<file path="src/design/gff_ram.sv">
// ----------------------------------------------------------------------------
// gff_ram
// Simple dual-port synchronous RAM, one write port, one registered read port.
// ----------------------------------------------------------------------------
module gff_ram #(
  parameter int DEPTH  = 16,
  parameter int WORD_W = 8,
  localparam int AW    = (DEPTH > 1) ? $clog2(DEPTH) : 1
) (
  input  logic              clk,
  input  logic              we,
  input  logic [AW-1:0]     waddr,
  input  logic [WORD_W-1:0] wdata,
  input  logic [AW-1:0]     raddr,
  output logic [WORD_W-1:0] rdata_r
);

  logic [WORD_W-1:0] mem [DEPTH];

  always_ff @(posedge clk) begin
    if (we) begin
      mem[waddr] <= wdata;
    end
    rdata_r <= mem[raddr];
  end

endmodule

</file>
<file path="config.mk">
export PLATFORM = sky130hd
export DESIGN_NAME = gff_ram
export DESIGN_NICKNAME = d
export VERILOG_FILES = /design/src/design/gff_ram.sv
export SDC_FILE = /design/constraint.sdc
export NUM_CORES = 1
export LEC_CHECK = 0
export BUFFER_PORTS_ARGS = -buffer_cell sky130_fd_sc_hd__clkbuf_2
export CAP_MARGIN = 10
export CORE_ASPECT_RATIO = 0.6
export CORE_MARGIN = 3
export CORE_UTILIZATION = 45
export CTS_CLUSTER_SIZE = 25
export DETAILED_ROUTE_END_ITERATION = 8
export PLACE_DENSITY = 0.73
export SLEW_MARGIN = 20
export SYNTH_ARGS = -nofsm -noshare
export SYNTH_HDL_FRONTEND = slang
export SYNTH_SLANG_ARGS = --single-unit
</file>
<file path="constraint.sdc">
create_clock -name clk -period 3.05 [get_ports clk]
set_input_delay 0.915 -clock clk [delete_from_list [all_inputs] [get_ports clk]]
set_output_delay 0.915 -clock clk [all_outputs]
set_load 0.01 [all_outputs]
</file>
==> impl_metrics.toml <==
[floorplanning]
die_x_microns = 144
num_rows = 29
die_area_sq_um = 12800
io_pins = 26
initial_utilization_pct = 47.4
die_h_microns = 88.8
core_sq_um = 10800

[yosys]
yosys_warnings = 0
netlist-cell-type-count = 19
synthCells = 229
syn_avg_cell_area_sq_um = 22.5
async_flop_share_pct = 0
syn_area_sq_um = 5150
synth-edff-count = 128
synthFlopType = "edfxtp_1"
netlist.top_cell.by_area = "edfxtp_1"
synth.most_common_cell = "edfxtp_1"
ys_seq_area_share_pct = 77.8
ys_ff_latch = 136
yosys.area.top_type_share_pct = 74.7
syn_nets = 247
synth_commonest_cells = "128 x edfxtp_1, 18 x mux4_2, 16 x a22oi_1"
synth.top_cells.by_area = "edfxtp_1 75%, mux4_2 7.9%, mux4_1 7.1%"

[timing]
fin_hold_ws_ns = 0.681
hold_viol = 0
setup_viol = 0
relSlewSlack_pct = 46.4
worstMarginPinSlew_ns = 0.802
min_period_over_period_pct = 63.5
fin_ws_ns = 1.11
setup_tns_ns = 0
fmax_mhz = 516
rsz0062_at_grt = "no"
period_minus_slack_ns = 1.94
slew_violations = 0
fin_skew_ns = 0.00686

[global_route]
grt_usage_pct = 18.0
grt-ovfl-total = 0
grt_antenna_before_repair = 0
first_global_vias = 2575
grt_max_degree = 33
grt_pass1_wl_microns = 15500

[detailed_routing]
route.antenna.remaining_nets = 0
drt_wl_total_microns = 10200
highest_layer = "met4"
wl_met3_microns = 848
wire_per_inst_microns = 23.5
drc_errors = 0
vias = 2415
wl_met2_microns = 4680
drt-initial-drc-count = 190
drt-met1-wl_microns = 4570
first_pass_iters = 4
viasPerCell = 5.55

[status]
status = "finished, final reports clean"

[clocking]
hold_buffers = 0
cts_buffers = 17
cts_setup_buffers = 0
clk_pin_slew_ns = 0.05
numClockSinks = 136
h-tree-depth = 4
cts_resized = 0
cts_buffer_depth = 2
cts_tree = "built"
insertion_delay_ns = 0.41
root_buffer = "clkbuf_16"

[cells_and_area]
final_cells = 435
finalInstanceArea_sq_um = 6140
n_fill_cell = 811
diodes = 0
finalNetCount = 301
fin_util_pct = 56.6
syn2layout_area_growth_pct = 19.2
drive_gt1_share_pct = 32.1

[power_and_ir_drop]
leakagePower_nw = 2.10
power_mw = 4.34
power_density_nw_per_um2 = 707
ir_worst_vdd_uv = 355

[critical_path]
crit_arrival_ns = 2.23
crit_path_end_kind = "flop"
rrSetupSlack_ns = 1.71
slowest_stage = "mux4_1"
r2r_start = "mem[10][3]"
r2r_end = "rdata_r[3]"
crit_type = "in2reg"
path_max_fanout = 32
reg2reg_depth = 3
critPathMaxStageDelay_ns = 0.59
critPathLaunchType = "primary input"
path_cells = "clkbuf_2 -> buf_12 -> mux4_1 -> a22oi_1 -> nand2_1"
cp.required_ns = 3.34

[run]
cap_violations = 0

[min_path]
whs_endpoint = "rdata_r[0]"
hp-start = "mem[4][0]"
hold_class = "reg2reg"
min_delay_path_depth = 3

[place]
dp.cells = 403
pre_cts_ws_ns = 0.680
hpwl_microns = 6510
placed_cell_area_sq_um = 5540
numPortBuffers = 25
place.gp.congestion = 0.790
## cell families (layout without fill, tap and decap cells)
logic type / count (synthesis) / after routing / synth area share (%)
DFF: 136 / 136 / 77.8
and+or+nand+nor: 35 / 35 / 3.18
muxes: 32 / 32 / 15.0
AOI/OAI and AO/OA: 16 / 16 / 2.33
buffers and inverters: 10 / 77 / 1.68
## area by class of cell
type	count	area (sq um)	share of cell area, %
flip-flops and latches	136	4000	65.2
multi-input cells	83	1060	17.2
clock buffers	17	425	6.93
repair buffers	45	300	4.89
clock inverters	15	176	2.87
well taps	139	174	2.83
## worst max-delay path by stage
stage | depth (start not counted) | end | start | slack [ns]
after CTS | 5 | rdata_r[5] | raddr[0] | 1.12
final | 5 | rdata_r[5] | raddr[0] | 1.11
after global routing | 5 | rdata_r[5] | raddr[0] | 1.04
after floorplan | 2 | mem[0][0] | waddr[2] | 0.64
after global placement | 5 | rdata_r[5] | raddr[0] | 0.71
after detailed placement | 5 | rdata_r[5] | raddr[0] | 0.68
## per-layer routing
metal  up-vias  GRT usage, %
li1       1084             -
met1      1234          26.3
met2        84          25.9
met3        13          5.83
met4         0          5.90
met5         -             0
## placed cells by master (no fill, tap or decap)
master,n
nand3b_1,2
clkbuf_16,17
nor3_1,4
nor2_1,13
mux4_1,14
mux4_2,18
inv_6,2
nor2b_1,1
clkinv_2,3
bufinv_16,3
clkinv_1,1
clkinvlp_4,2
nand2b_1,2
a22oi_1,16
clkbuf_2,25
nand3_1,1
and2b_1,1
and2_1,1
nand2_1,9
or3b_2,1
buf_12,2
edfxtp_1,128
dfxtp_1,8
clkinv_4,4
buf_4,18
## critical path, delay by kind of cell
family,cells,cell delay [ns]
multiplexers,1,0.59
buffers and inverters,2,0.34
AO/OA/AOI/OAI,1,0.26
AND/OR/NAND/NOR,1,0.09
## state kept, by name, indices dropped and copies added (netlist names)
register and cells:
mem 128, rdata_r 8
## power by group
| group | leakage (nW) | switching, mW | internal, mW | total (mW) |
|---|---|---|---|---|
| Combinational | 0.590 | 0.111 | 0.0833 | 0.195 |
| Sequential | 1.22 | 0.0139 | 2.09 | 2.10 |
| Clock | 0.291 | 0.755 | 1.29 | 2.04 |
Power figures use the tool's default switching activity.
