`config.mk`:
```
export PLATFORM = sky130hd
export DESIGN_NAME = gff_ctrl_flat
export DESIGN_NICKNAME = d
export VERILOG_FILES = /design/src/design/gff_pkg.sv /design/src/design/gff_if.sv /design/src/design/gff_ctrl.sv /design/src/flat_wrapper.sv
export SDC_FILE = /design/constraint.sdc
export NUM_CORES = 1
export LEC_CHECK = 0
export BUFFER_PORTS_ARGS = -buffer_cell sky130_fd_sc_hd__buf_2
export CAP_MARGIN = 20
export CORE_MARGIN = 4
export CORE_UTILIZATION = 25
export DETAILED_ROUTE_END_ITERATION = 7
export PLACE_DENSITY = 0.43
export SLEW_MARGIN = 20
export SYNTH_ARGS = -nofsm -noshare
export SYNTH_HDL_FRONTEND = slang
export SYNTH_SLANG_ARGS = --single-unit
```
`constraint.sdc`:
```
create_clock -name clk -period 4.08 [get_ports clk]
set_input_delay 0.612 -clock clk [delete_from_list [all_inputs] [get_ports clk]]
set_output_delay 0.612 -clock clk [all_outputs]
set_load 0.03 [all_outputs]
```
`src/design/gff_pkg.sv`:
```
// ----------------------------------------------------------------------------
// gff_pkg
// Shared widths, codes and the result record of the grid flood fill block.
// ----------------------------------------------------------------------------
package gff_pkg;

  // item and result field widths
  localparam int OP_W      = 2;
  localparam int COORD_W   = 8;
  localparam int DATA_W    = 8;
  localparam int STATUS_W  = 2;
  localparam int CHANGED_W = 13;

  // configuration port
  localparam int CFG_W     = 7;
  localparam int CFG_IDX_W = 2;

  localparam logic [CFG_IDX_W-1:0] REG_MAP_WIDTH  = CFG_IDX_W'(0);
  localparam logic [CFG_IDX_W-1:0] REG_MAP_HEIGHT = CFG_IDX_W'(1);

  localparam logic [CFG_W-1:0] MAP_WIDTH_RST  = CFG_W'(40);
  localparam logic [CFG_W-1:0] MAP_HEIGHT_RST = CFG_W'(15);

  // grid size defaults
  localparam int DEF_MAX_WIDTH  = 64;
  localparam int DEF_MAX_HEIGHT = 64;

  // operation codes
  localparam logic [OP_W-1:0] OP_WRITE = OP_W'(0);
  localparam logic [OP_W-1:0] OP_READ  = OP_W'(1);
  localparam logic [OP_W-1:0] OP_FILL  = OP_W'(2);

  // status codes
  localparam logic [STATUS_W-1:0] ST_DONE        = STATUS_W'(0);
  localparam logic [STATUS_W-1:0] ST_OUT_OF_GRID = STATUS_W'(1);
  localparam logic [STATUS_W-1:0] ST_SKIPPED     = STATUS_W'(2);

  typedef struct packed {
    logic [DATA_W-1:0]    cell_type;
    logic [STATUS_W-1:0]  status;
    logic [CHANGED_W-1:0] cells_changed;
  } gff_result_t;

endpackage

```
`src/design/gff_if.sv`:
```
// ----------------------------------------------------------------------------
// gff_in_if / gff_out_if
// Valid/ready channels carrying grid operations in and their results out.
// ----------------------------------------------------------------------------
interface gff_in_if;
  import gff_pkg::*;

  logic                      valid;
  logic                      ready;
  logic [OP_W-1:0]           opcode;
  logic signed [COORD_W-1:0] x_coord;
  logic signed [COORD_W-1:0] y_coord;
  logic [DATA_W-1:0]         new_type;
  logic [DATA_W-1:0]         target_type;

  modport source (
    output valid, opcode, x_coord, y_coord, new_type, target_type,
    input  ready
  );

  modport sink (
    input  valid, opcode, x_coord, y_coord, new_type, target_type,
    output ready
  );
endinterface

interface gff_out_if;
  import gff_pkg::*;

  logic                 valid;
  logic                 ready;
  logic [DATA_W-1:0]    cell_type;
  logic [STATUS_W-1:0]  status;
  logic [CHANGED_W-1:0] cells_changed;

  modport source (
    output valid, cell_type, status, cells_changed,
    input  ready
  );

  modport sink (
    input  valid, cell_type, status, cells_changed,
    output ready
  );
endinterface

```
`src/design/gff_ctrl.sv`:
```
// ----------------------------------------------------------------------------
// gff_ctrl
// Sequencer: grid clear after reset, read/modify/write of single cells, and
// the stack-driven flood fill over the grid and stack memories.
// ----------------------------------------------------------------------------
module gff_ctrl #(
  parameter int  MAX_WIDTH  = 64,
  parameter int  MAX_HEIGHT = 64,
  localparam int XW         = $clog2(MAX_WIDTH),
  localparam int YW         = $clog2(MAX_HEIGHT),
  localparam int DEPTH      = MAX_WIDTH * MAX_HEIGHT,
  localparam int AW         = $clog2(DEPTH),
  localparam int SW         = XW + YW
) (
  input  logic                        clk,
  input  logic                        rst_n,
  gff_in_if.sink                      in_ch,
  gff_out_if.source                   out_ch,
  input  logic [gff_pkg::CFG_W-1:0]   map_width,
  input  logic [gff_pkg::CFG_W-1:0]   map_height,
  output logic                        grid_we,
  output logic [AW-1:0]               grid_waddr,
  output logic [gff_pkg::DATA_W-1:0]  grid_wdata,
  output logic [AW-1:0]               grid_raddr,
  input  logic [gff_pkg::DATA_W-1:0]  grid_rdata,
  output logic                        stk_we,
  output logic [AW-1:0]               stk_waddr,
  output logic [SW-1:0]               stk_wdata,
  output logic [AW-1:0]               stk_raddr,
  input  logic [SW-1:0]               stk_rdata
);
  import gff_pkg::*;

  localparam int SPW = $clog2(DEPTH + 1);
  localparam int XCW = (XW + 1 > COORD_W) ? XW + 1 : COORD_W;
  localparam int YCW = (YW + 1 > COORD_W) ? YW + 1 : COORD_W;

  localparam logic [1:0] DIR_XP = 2'd0;
  localparam logic [1:0] DIR_XM = 2'd1;
  localparam logic [1:0] DIR_YP = 2'd2;
  localparam logic [1:0] DIR_YM = 2'd3;

  typedef enum logic [2:0] {
    S_CLEAR, S_IDLE, S_LOOK, S_POP, S_POPW, S_NBR, S_CHK
  } state_t;

  state_t             state_r, state_nxt;
  logic [AW-1:0]      clr_addr_r, clr_addr_nxt;
  logic [OP_W-1:0]    op_r, op_nxt;
  logic [XW-1:0]      nx_r, nx_nxt, cx_r, cx_nxt;
  logic [YW-1:0]      ny_r, ny_nxt, cy_r, cy_nxt;
  logic [DATA_W-1:0]  nt_r, nt_nxt, tt_r, tt_nxt;
  logic [1:0]         dir_r, dir_nxt;
  logic [SPW-1:0]     sp_r, sp_nxt, sp_dec;
  logic [CHANGED_W-1:0] cnt_r, cnt_nxt;
  logic               out_valid_r;
  gff_result_t        res_r, res_nxt;
  logic               res_load;

  logic               accept, in_ok, in_op_valid;
  logic [XW-1:0]      in_xs;
  logic [YW-1:0]      in_ys;
  logic [XW:0]        cx_inc;
  logic [YW:0]        cy_inc;
  logic               nbr_ok;
  logic [XW-1:0]      nbr_x;
  logic [YW-1:0]      nbr_y;

  function automatic logic [AW-1:0] cell_addr(input logic [XW-1:0] x,
                                              input logic [YW-1:0] y);
    cell_addr = AW'(y) * AW'(MAX_WIDTH) + AW'(x);
  endfunction

  assign in_ch.ready = (state_r == S_IDLE) && (!out_valid_r || out_ch.ready);
  assign accept      = in_ch.valid && in_ch.ready;

  // start coordinate check against both the configured and the built-in size
  assign in_ok =
    !in_ch.x_coord[COORD_W-1] && !in_ch.y_coord[COORD_W-1] &&
    (XCW'(in_ch.x_coord[COORD_W-2:0]) < XCW'(map_width)) &&
    (XCW'(in_ch.x_coord[COORD_W-2:0]) < XCW'(MAX_WIDTH)) &&
    (YCW'(in_ch.y_coord[COORD_W-2:0]) < YCW'(map_height)) &&
    (YCW'(in_ch.y_coord[COORD_W-2:0]) < YCW'(MAX_HEIGHT));
  assign in_op_valid = (in_ch.opcode == OP_WRITE) || (in_ch.opcode == OP_READ) ||
                       (in_ch.opcode == OP_FILL);
  assign in_xs = XW'(in_ch.x_coord[COORD_W-2:0]);
  assign in_ys = YW'(in_ch.y_coord[COORD_W-2:0]);

  assign sp_dec = sp_r - 1'b1;
  assign cx_inc = (XW+1)'(cx_r) + (XW+1)'(1);
  assign cy_inc = (YW+1)'(cy_r) + (YW+1)'(1);

  // neighbor of the popped cell in the direction under test
  always_comb begin
    nbr_ok = 1'b0;
    nbr_x  = cx_r;
    nbr_y  = cy_r;
    unique case (dir_r)
      DIR_XP: begin
        nbr_ok = (XCW'(cx_inc) < XCW'(map_width)) && (XCW'(cx_inc) < XCW'(MAX_WIDTH));
        nbr_x  = cx_inc[XW-1:0];
      end
      DIR_XM: begin
        nbr_ok = (cx_r != '0);
        nbr_x  = cx_r - 1'b1;
      end
      DIR_YP: begin
        nbr_ok = (YCW'(cy_inc) < YCW'(map_height)) && (YCW'(cy_inc) < YCW'(MAX_HEIGHT));
        nbr_y  = cy_inc[YW-1:0];
      end
      DIR_YM: begin
        nbr_ok = (cy_r != '0);
        nbr_y  = cy_r - 1'b1;
      end
      default: begin
        nbr_ok = 1'b0;
      end
    endcase
  end

  always_comb begin
    state_nxt    = state_r;
    clr_addr_nxt = clr_addr_r;
    op_nxt       = op_r;
    nx_nxt       = nx_r;
    ny_nxt       = ny_r;
    cx_nxt       = cx_r;
    cy_nxt       = cy_r;
    nt_nxt       = nt_r;
    tt_nxt       = tt_r;
    dir_nxt      = dir_r;
    sp_nxt       = sp_r;
    cnt_nxt      = cnt_r;
    res_nxt      = res_r;
    res_load     = 1'b0;
    grid_we      = 1'b0;
    grid_waddr   = cell_addr(nx_r, ny_r);
    grid_wdata   = nt_r;
    grid_raddr   = cell_addr(nbr_x, nbr_y);
    stk_we       = 1'b0;
    stk_waddr    = sp_r[AW-1:0];
    stk_wdata    = {ny_r, nx_r};
    stk_raddr    = sp_dec[AW-1:0];

    unique case (state_r)
      S_CLEAR: begin
        grid_we      = 1'b1;
        grid_waddr   = clr_addr_r;
        grid_wdata   = '0;
        clr_addr_nxt = clr_addr_r + 1'b1;
        if (clr_addr_r == AW'(DEPTH - 1)) begin
          state_nxt = S_IDLE;
        end
      end
      S_IDLE: begin
        grid_raddr = cell_addr(in_xs, in_ys);
        if (accept) begin
          op_nxt = in_ch.opcode;
          nx_nxt = in_xs;
          ny_nxt = in_ys;
          nt_nxt = in_ch.new_type;
          tt_nxt = in_ch.target_type;
          if (!in_op_valid) begin
            res_load = 1'b1;
            res_nxt  = '0;
          end else if (!in_ok) begin
            res_load       = 1'b1;
            res_nxt        = '0;
            res_nxt.status = ST_OUT_OF_GRID;
          end else begin
            state_nxt = S_LOOK;
          end
        end
      end
      S_LOOK: begin
        state_nxt = S_IDLE;
        unique case (op_r)
          OP_WRITE: begin
            res_load = 1'b1;
            res_nxt  = '0;
            if (grid_rdata != nt_r) begin
              grid_we               = 1'b1;
              res_nxt.cells_changed = CHANGED_W'(1);
            end
          end
          OP_READ: begin
            res_load          = 1'b1;
            res_nxt           = '0;
            res_nxt.cell_type = grid_rdata;
          end
          OP_FILL: begin
            if (tt_r == nt_r || grid_rdata != tt_r) begin
              res_load       = 1'b1;
              res_nxt        = '0;
              res_nxt.status = ST_SKIPPED;
            end else begin
              // recolor the start cell and make it the only stack entry
              grid_we   = 1'b1;
              stk_we    = 1'b1;
              sp_nxt    = SPW'(1);
              cnt_nxt   = CHANGED_W'(1);
              state_nxt = S_POP;
            end
          end
          default: begin
            res_load = 1'b1;
            res_nxt  = '0;
          end
        endcase
      end
      S_POP: begin
        if (sp_r == '0) begin
          res_load              = 1'b1;
          res_nxt               = '0;
          res_nxt.cells_changed = cnt_r;
          state_nxt             = S_IDLE;
        end else begin
          sp_nxt    = sp_dec;
          state_nxt = S_POPW;
        end
      end
      S_POPW: begin
        cx_nxt    = stk_rdata[XW-1:0];
        cy_nxt    = stk_rdata[SW-1:XW];
        dir_nxt   = DIR_XP;
        state_nxt = S_NBR;
      end
      S_NBR: begin
        if (nbr_ok) begin
          nx_nxt    = nbr_x;
          ny_nxt    = nbr_y;
          state_nxt = S_CHK;
        end else if (dir_r == DIR_YM) begin
          state_nxt = S_POP;
        end else begin
          dir_nxt = dir_r + 1'b1;
        end
      end
      S_CHK: begin
        // the write marks the cell, so it is never pushed twice
        if (grid_rdata == tt_r) begin
          grid_we = 1'b1;
          stk_we  = 1'b1;
          sp_nxt  = sp_r + 1'b1;
          cnt_nxt = cnt_r + 1'b1;
        end
        if (dir_r == DIR_YM) begin
          state_nxt = S_POP;
        end else begin
          dir_nxt   = dir_r + 1'b1;
          state_nxt = S_NBR;
        end
      end
      default: begin
        state_nxt = S_IDLE;
      end
    endcase
  end

  always_ff @(posedge clk) begin
    if (!rst_n) begin
      state_r     <= S_CLEAR;
      clr_addr_r  <= '0;
      sp_r        <= '0;
      out_valid_r <= 1'b0;
    end else begin
      state_r    <= state_nxt;
      clr_addr_r <= clr_addr_nxt;
      sp_r       <= sp_nxt;
      if (res_load) begin
        out_valid_r <= 1'b1;
      end else if (out_ch.ready) begin
        out_valid_r <= 1'b0;
      end
    end
    op_r  <= op_nxt;
    nx_r  <= nx_nxt;
    ny_r  <= ny_nxt;
    cx_r  <= cx_nxt;
    cy_r  <= cy_nxt;
    nt_r  <= nt_nxt;
    tt_r  <= tt_nxt;
    dir_r <= dir_nxt;
    cnt_r <= cnt_nxt;
    res_r <= res_nxt;
  end

  assign out_ch.valid         = out_valid_r;
  assign out_ch.cell_type     = res_r.cell_type;
  assign out_ch.status        = res_r.status;
  assign out_ch.cells_changed = res_r.cells_changed;

endmodule

```
`src/flat_wrapper.sv`:
```
// flat-port wrapper written by rule: the top's interface ports become plain ports
module gff_ctrl_flat import gff_pkg::*;
#(
  parameter int  MAX_WIDTH  = 64,
  parameter int  MAX_HEIGHT = 64,
  localparam int XW         = $clog2(MAX_WIDTH),
  localparam int YW         = $clog2(MAX_HEIGHT),
  localparam int DEPTH      = MAX_WIDTH * MAX_HEIGHT,
  localparam int AW         = $clog2(DEPTH),
  localparam int SW         = XW + YW
)
  (clk, rst_n, map_width, map_height, grid_we, grid_waddr, grid_wdata, grid_raddr, grid_rdata, stk_we, stk_waddr, stk_wdata, stk_raddr, stk_rdata, in_ch_valid, in_ch_opcode, in_ch_x_coord, in_ch_y_coord, in_ch_new_type, in_ch_target_type, in_ch_ready, out_ch_valid, out_ch_cell_type, out_ch_status, out_ch_cells_changed, out_ch_ready);
  gff_in_if in_ch_i ();
  gff_out_if out_ch_i ();
  input  logic clk;
  input  logic rst_n;
  input  logic [gff_pkg::CFG_W-1:0] map_width;
  input  logic [gff_pkg::CFG_W-1:0] map_height;
  output logic grid_we;
  output logic [AW-1:0] grid_waddr;
  output logic [gff_pkg::DATA_W-1:0] grid_wdata;
  output logic [AW-1:0] grid_raddr;
  input  logic [gff_pkg::DATA_W-1:0] grid_rdata;
  output logic stk_we;
  output logic [AW-1:0] stk_waddr;
  output logic [SW-1:0] stk_wdata;
  output logic [AW-1:0] stk_raddr;
  input  logic [SW-1:0] stk_rdata;
  input wire logic [$bits(in_ch_i.valid)-1:0] in_ch_valid;
  input wire logic [$bits(in_ch_i.opcode)-1:0] in_ch_opcode;
  input wire logic [$bits(in_ch_i.x_coord)-1:0] in_ch_x_coord;
  input wire logic [$bits(in_ch_i.y_coord)-1:0] in_ch_y_coord;
  input wire logic [$bits(in_ch_i.new_type)-1:0] in_ch_new_type;
  input wire logic [$bits(in_ch_i.target_type)-1:0] in_ch_target_type;
  output wire logic [$bits(in_ch_i.ready)-1:0] in_ch_ready;
  output wire logic [$bits(out_ch_i.valid)-1:0] out_ch_valid;
  output wire logic [$bits(out_ch_i.cell_type)-1:0] out_ch_cell_type;
  output wire logic [$bits(out_ch_i.status)-1:0] out_ch_status;
  output wire logic [$bits(out_ch_i.cells_changed)-1:0] out_ch_cells_changed;
  input wire logic [$bits(out_ch_i.ready)-1:0] out_ch_ready;
  assign in_ch_i.valid = in_ch_valid;
  assign in_ch_i.opcode = in_ch_opcode;
  assign in_ch_i.x_coord = in_ch_x_coord;
  assign in_ch_i.y_coord = in_ch_y_coord;
  assign in_ch_i.new_type = in_ch_new_type;
  assign in_ch_i.target_type = in_ch_target_type;
  assign in_ch_ready = in_ch_i.ready;
  assign out_ch_valid = out_ch_i.valid;
  assign out_ch_cell_type = out_ch_i.cell_type;
  assign out_ch_status = out_ch_i.status;
  assign out_ch_cells_changed = out_ch_i.cells_changed;
  assign out_ch_i.ready = out_ch_ready;
  gff_ctrl #(.MAX_WIDTH(MAX_WIDTH), .MAX_HEIGHT(MAX_HEIGHT)) u_core (.clk(clk), .rst_n(rst_n), .in_ch(in_ch_i), .out_ch(out_ch_i), .map_width(map_width), .map_height(map_height), .grid_we(grid_we), .grid_waddr(grid_waddr), .grid_wdata(grid_wdata), .grid_raddr(grid_raddr), .grid_rdata(grid_rdata), .stk_we(stk_we), .stk_waddr(stk_waddr), .stk_wdata(stk_wdata), .stk_raddr(stk_raddr), .stk_rdata(stk_rdata));
endmodule
```
==> run_results.csv <==
group,metric,value,unit
placement,gp_congestion,0.797,
die,dieHeight,173,um
power,p_leak,3.35,nW
clock_network,cts_hold_buf,0,
critical_path,cp_max_fo,11,
power,combPwrFrac,0.056,
critical_path,cp_top_family,"simple AND/OR/NAND/NOR gates",
sta,clock-skew-final,12.5,ps
critical_path,crit_buf_inv,2,
placement,portBuffers,166,
synthesis,syn_avg_cell_area,9.21,um^2
critical_path,end_kind,"output port",
detailed_routing,wirelength,21300,um
critical_path,arrival,2500,ps
detailed_routing,drtIter0Drc,283,
grt,grt_max_degree,27,
synthesis,ys_ff_latch,109,
synthesis,syn_area,0.00684,mm^2
clock_network,htree_levels,3,
synthesis,synth_nets,849,
clock_network,numCtsBuffers,9,
sta,slew_headroom,0.322,
detailed_routing,final_antenna_net_count,0,
grt,antenna_found_initial,1,
detailed_routing,drc,0,
synthesis,synth_cells,742,
synthesis,ys_seq_area_frac,0.436,
clock_network,cts_tree,"built",
sta,hold_violations,0,
grt,overflow,0,
die,io-pin-count,167,
critical_path,cp_slowest_cell,"nor2_1",
die,chipWidth,173,um
detailed_routing,vias,5737,
synthesis,synthDistinctLibCells,63,
detailed_routing,via_per_inst,4.68,
power,intPower,1.68,mW
cells_and_area,final_nets,985,
power,switchingPower,561,uW
sta,grt_setup_unrepaired,"false",
cells_and_area,n_fill_cell,2842,
sta,worst_pin_slew,1010,ps
cells_and_area,stdcell_count,1225,
die,row_count,60,
sta,fmax,0.321,GHz
clock_network,cts_setup_buffers,0,
critical_path,critPathKind,"flop to output port",
power,peakVddDrop,0.000167,V
clock_network,cts_root_buffer,"clkbuf_16",
hold_path,hp-class,"input pin to flop",
die,start_util,0.254,
power,netSwitchingFraction,0.250,
sta,fin_setup_tns,0,ps
critical_path,critPathMaxStageDelay,650,ps
grt,grtUsageTotal,0.140,
placement,place_area,0.00795,mm^2
die,dieArea,0.0301,mm^2
synthesis,async_reset_ff_frac,0,
critical_path,cp.required,3470,ps
grt,grt_pass1_vias,5711,
critical_path,start_kind,"flop",
detailed_routing,wire_per_inst,17.4,um
clock_network,cts_sinks,109,
clock_network,clk_pin_slew,80,ps
critical_path,path_cells,"inv_1 > nand2_1 > nor2_1 > o21ai_0 > buf_2",
placement,placedCellCount,1208,
power,pwr-share-seq,0.528,
clock_network,clk_path_buf_depth,2,
power,powerDensity,272,mW/mm^2
power,clkPwrFrac,0.417,
sta,slew_violations,0,
synthesis,synthFlopType,"edfxtp_1",
sta,min_period,3120,ps
synthesis,synth_edf_count,80,
cells_and_area,final_area,0.00826,mm^2
synthesis,yosysWarnings,0,
cells_and_area,area_delta_synth_final,20.9,%
cells_and_area,layout-drive-gt1-share,0.236,
die,core_area,0.0270,mm^2
status,outcome,"complete, no violations",
power,total_power,2.24,mW
clock_network,clock_latency,360,ps
placement,hpwl,16500,um
grt,grt_first_pass_wirelength,33300,um
sta,setup_viol,0,
detailed_routing,drt_pass1_iterations,4,
clock_network,cts_resized,0,
sta,finalCritPeriodShare,0.764,
job,cap_violations,0,
-- power groups by stage --
stage | Sequential [mW] | Combinational (mW) | Clock (mW)
2_1_floorplan | 1.21 | 0.0576 | 0
3_3_place_gp | 1.21 | 0.126 | 0
3_5_place_dp | 1.21 | 0.126 | 0
4_1_cts | 1.18 | 0.126 | 0.978
5_1_grt | 1.19 | 0.141 | 1.02
6_report | 1.18 | 0.125 | 0.935
-- cell families after synthesis --
family,share of synthesized area
XOR/XNOR,0.0922
flip-flops,0.436
AO/OA/AOI/OAI,0.132
adder cells (fa/ha/maj),0.0641
buffers and inverters,0.0536
AND/OR/NAND/NOR,0.221
-- cells in the final DEF (no fill, tap or decap), types with 5 or more instances in the layout --
master,count
buf_2,166
nand2_1,104
edfxtp_1,80
nor2_1,59
a21oi_1,40
xnor2_1,38
o21ai_0,36
ha_1,35
xor2_1,34
and2_1,30
dfxtp_1,29
inv_1,28
nand3_1,18
nor3_1,15
nand4_1,15
and3_1,11
nor4_1,11
buf_4,11
nand2b_1,9
a211oi_1,9
clkbuf_16,9
o31ai_1,7
or3_1,7
o211ai_1,7
a31oi_1,5
-- layer usage --
metal	routed length [um]	GRT usage	vias to the layer above	share of wire
li1	-	-	2904	-
met1	9930	0.186	2687	0.47
met2	10100	0.232	122	0.48
met3	763	0.0236	24	0.036
met4	429	0.0436	0	0.020
met5	0	0	-	0
-- layout make-up --
cell class              instances  area [um^2]  share of cell area
flip-flops and latches        109         2980               0.361
inverters                      28          105              0.0127
well taps                     341          427              0.0516
clock inverters                 7         88.8              0.0107
clock buffers                   9          225              0.0273
multi-input cells             552         3500               0.423
diodes                          1         2.50            0.000303
repair buffers                178          933               0.113
-- cells in the mapped netlist (all sizes together), types with 3 or more instances --
cell / count / share of area
a211oi: 10 / 0.011
a21oi: 40 / 0.029
a221oi: 3 / 0.0038
a22oi: 3 / 0.0033
a31oi: 5 / 0.0046
and2: 30 / 0.027
and3: 11 / 0.010
buf: 24 / 0.022
clkbuf: 29 / 0.016
dfxtp: 29 / 0.085
edfxtp: 80 / 0.35
ha: 35 / 0.064
inv: 28 / 0.015
nand2: 105 / 0.058
nand2b: 9 / 0.0082
nand3: 18 / 0.013
nand4: 15 / 0.014
nor2: 60 / 0.033
nor3: 19 / 0.017
nor3b: 3 / 0.0033
nor4: 12 / 0.013
nor4b: 3 / 0.0038
o211ai: 7 / 0.0077
o21ai: 36 / 0.026
o31a: 3 / 0.0038
o31ai: 8 / 0.0095
o32ai: 3 / 0.0038
or3: 7 / 0.0064
or4: 3 / 0.0038
xnor2: 38 / 0.049
xor2: 34 / 0.044
-- state kept, by name, indices dropped and copies added (netlist names), 3 cells and up --
name                         count
u_core.cnt_r                    13
u_core.state_r                   3
u_core.sp_r                     13
u_core.cy_r                      6
u_core.cx_r                      6
u_core.ny_r                      6
u_core.nt_r                      8
u_core.out_ch.cell_type          8
u_core.tt_r                      8
u_core.clr_addr_r               12
u_core.out_ch.cells_changed     13
u_core.nx_r                      6
-- path summary, 6_finish.rpt --
kind	startpoint	endpoint	slack, ps	cells after the start
worst min register to register	u_core.clr_addr_r[1]	u_core.clr_addr_r[1]	500	2
worst max-delay path	u_core.state_r[2]	grid_raddr[11]	960	5
worst max register to register	u_core.cy_r[0]	u_core.nx_r[2]	1020	10
worst min-delay path	stk_rdata[5]	u_core.cx_r[5]	420	1
-- stage by stage --
stage | util | hold WS [ps] | setup WS, ps
4_1_cts | 0.307 | 399 | 944
5_1_grt | 0.307 | 402 | 783
3_3_place_gp | 0.295 | 486 | 907
2_1_floorplan | - | 467 | 722
3_5_place_dp | 0.295 | 491 | 882
6_report | 0.307 | 422 | 964
-- worst register-to-register path, delay by kind of cell, from the launching register on --
kind / cells / cell delay [ps]
simple gates: 2 / 580
flops: 1 / 530
fa+ha+maj: 2 / 650
buf+inv: 2 / 390
compound gates: 4 / 640
Note: power is estimated with default switching activity, not from simulation.
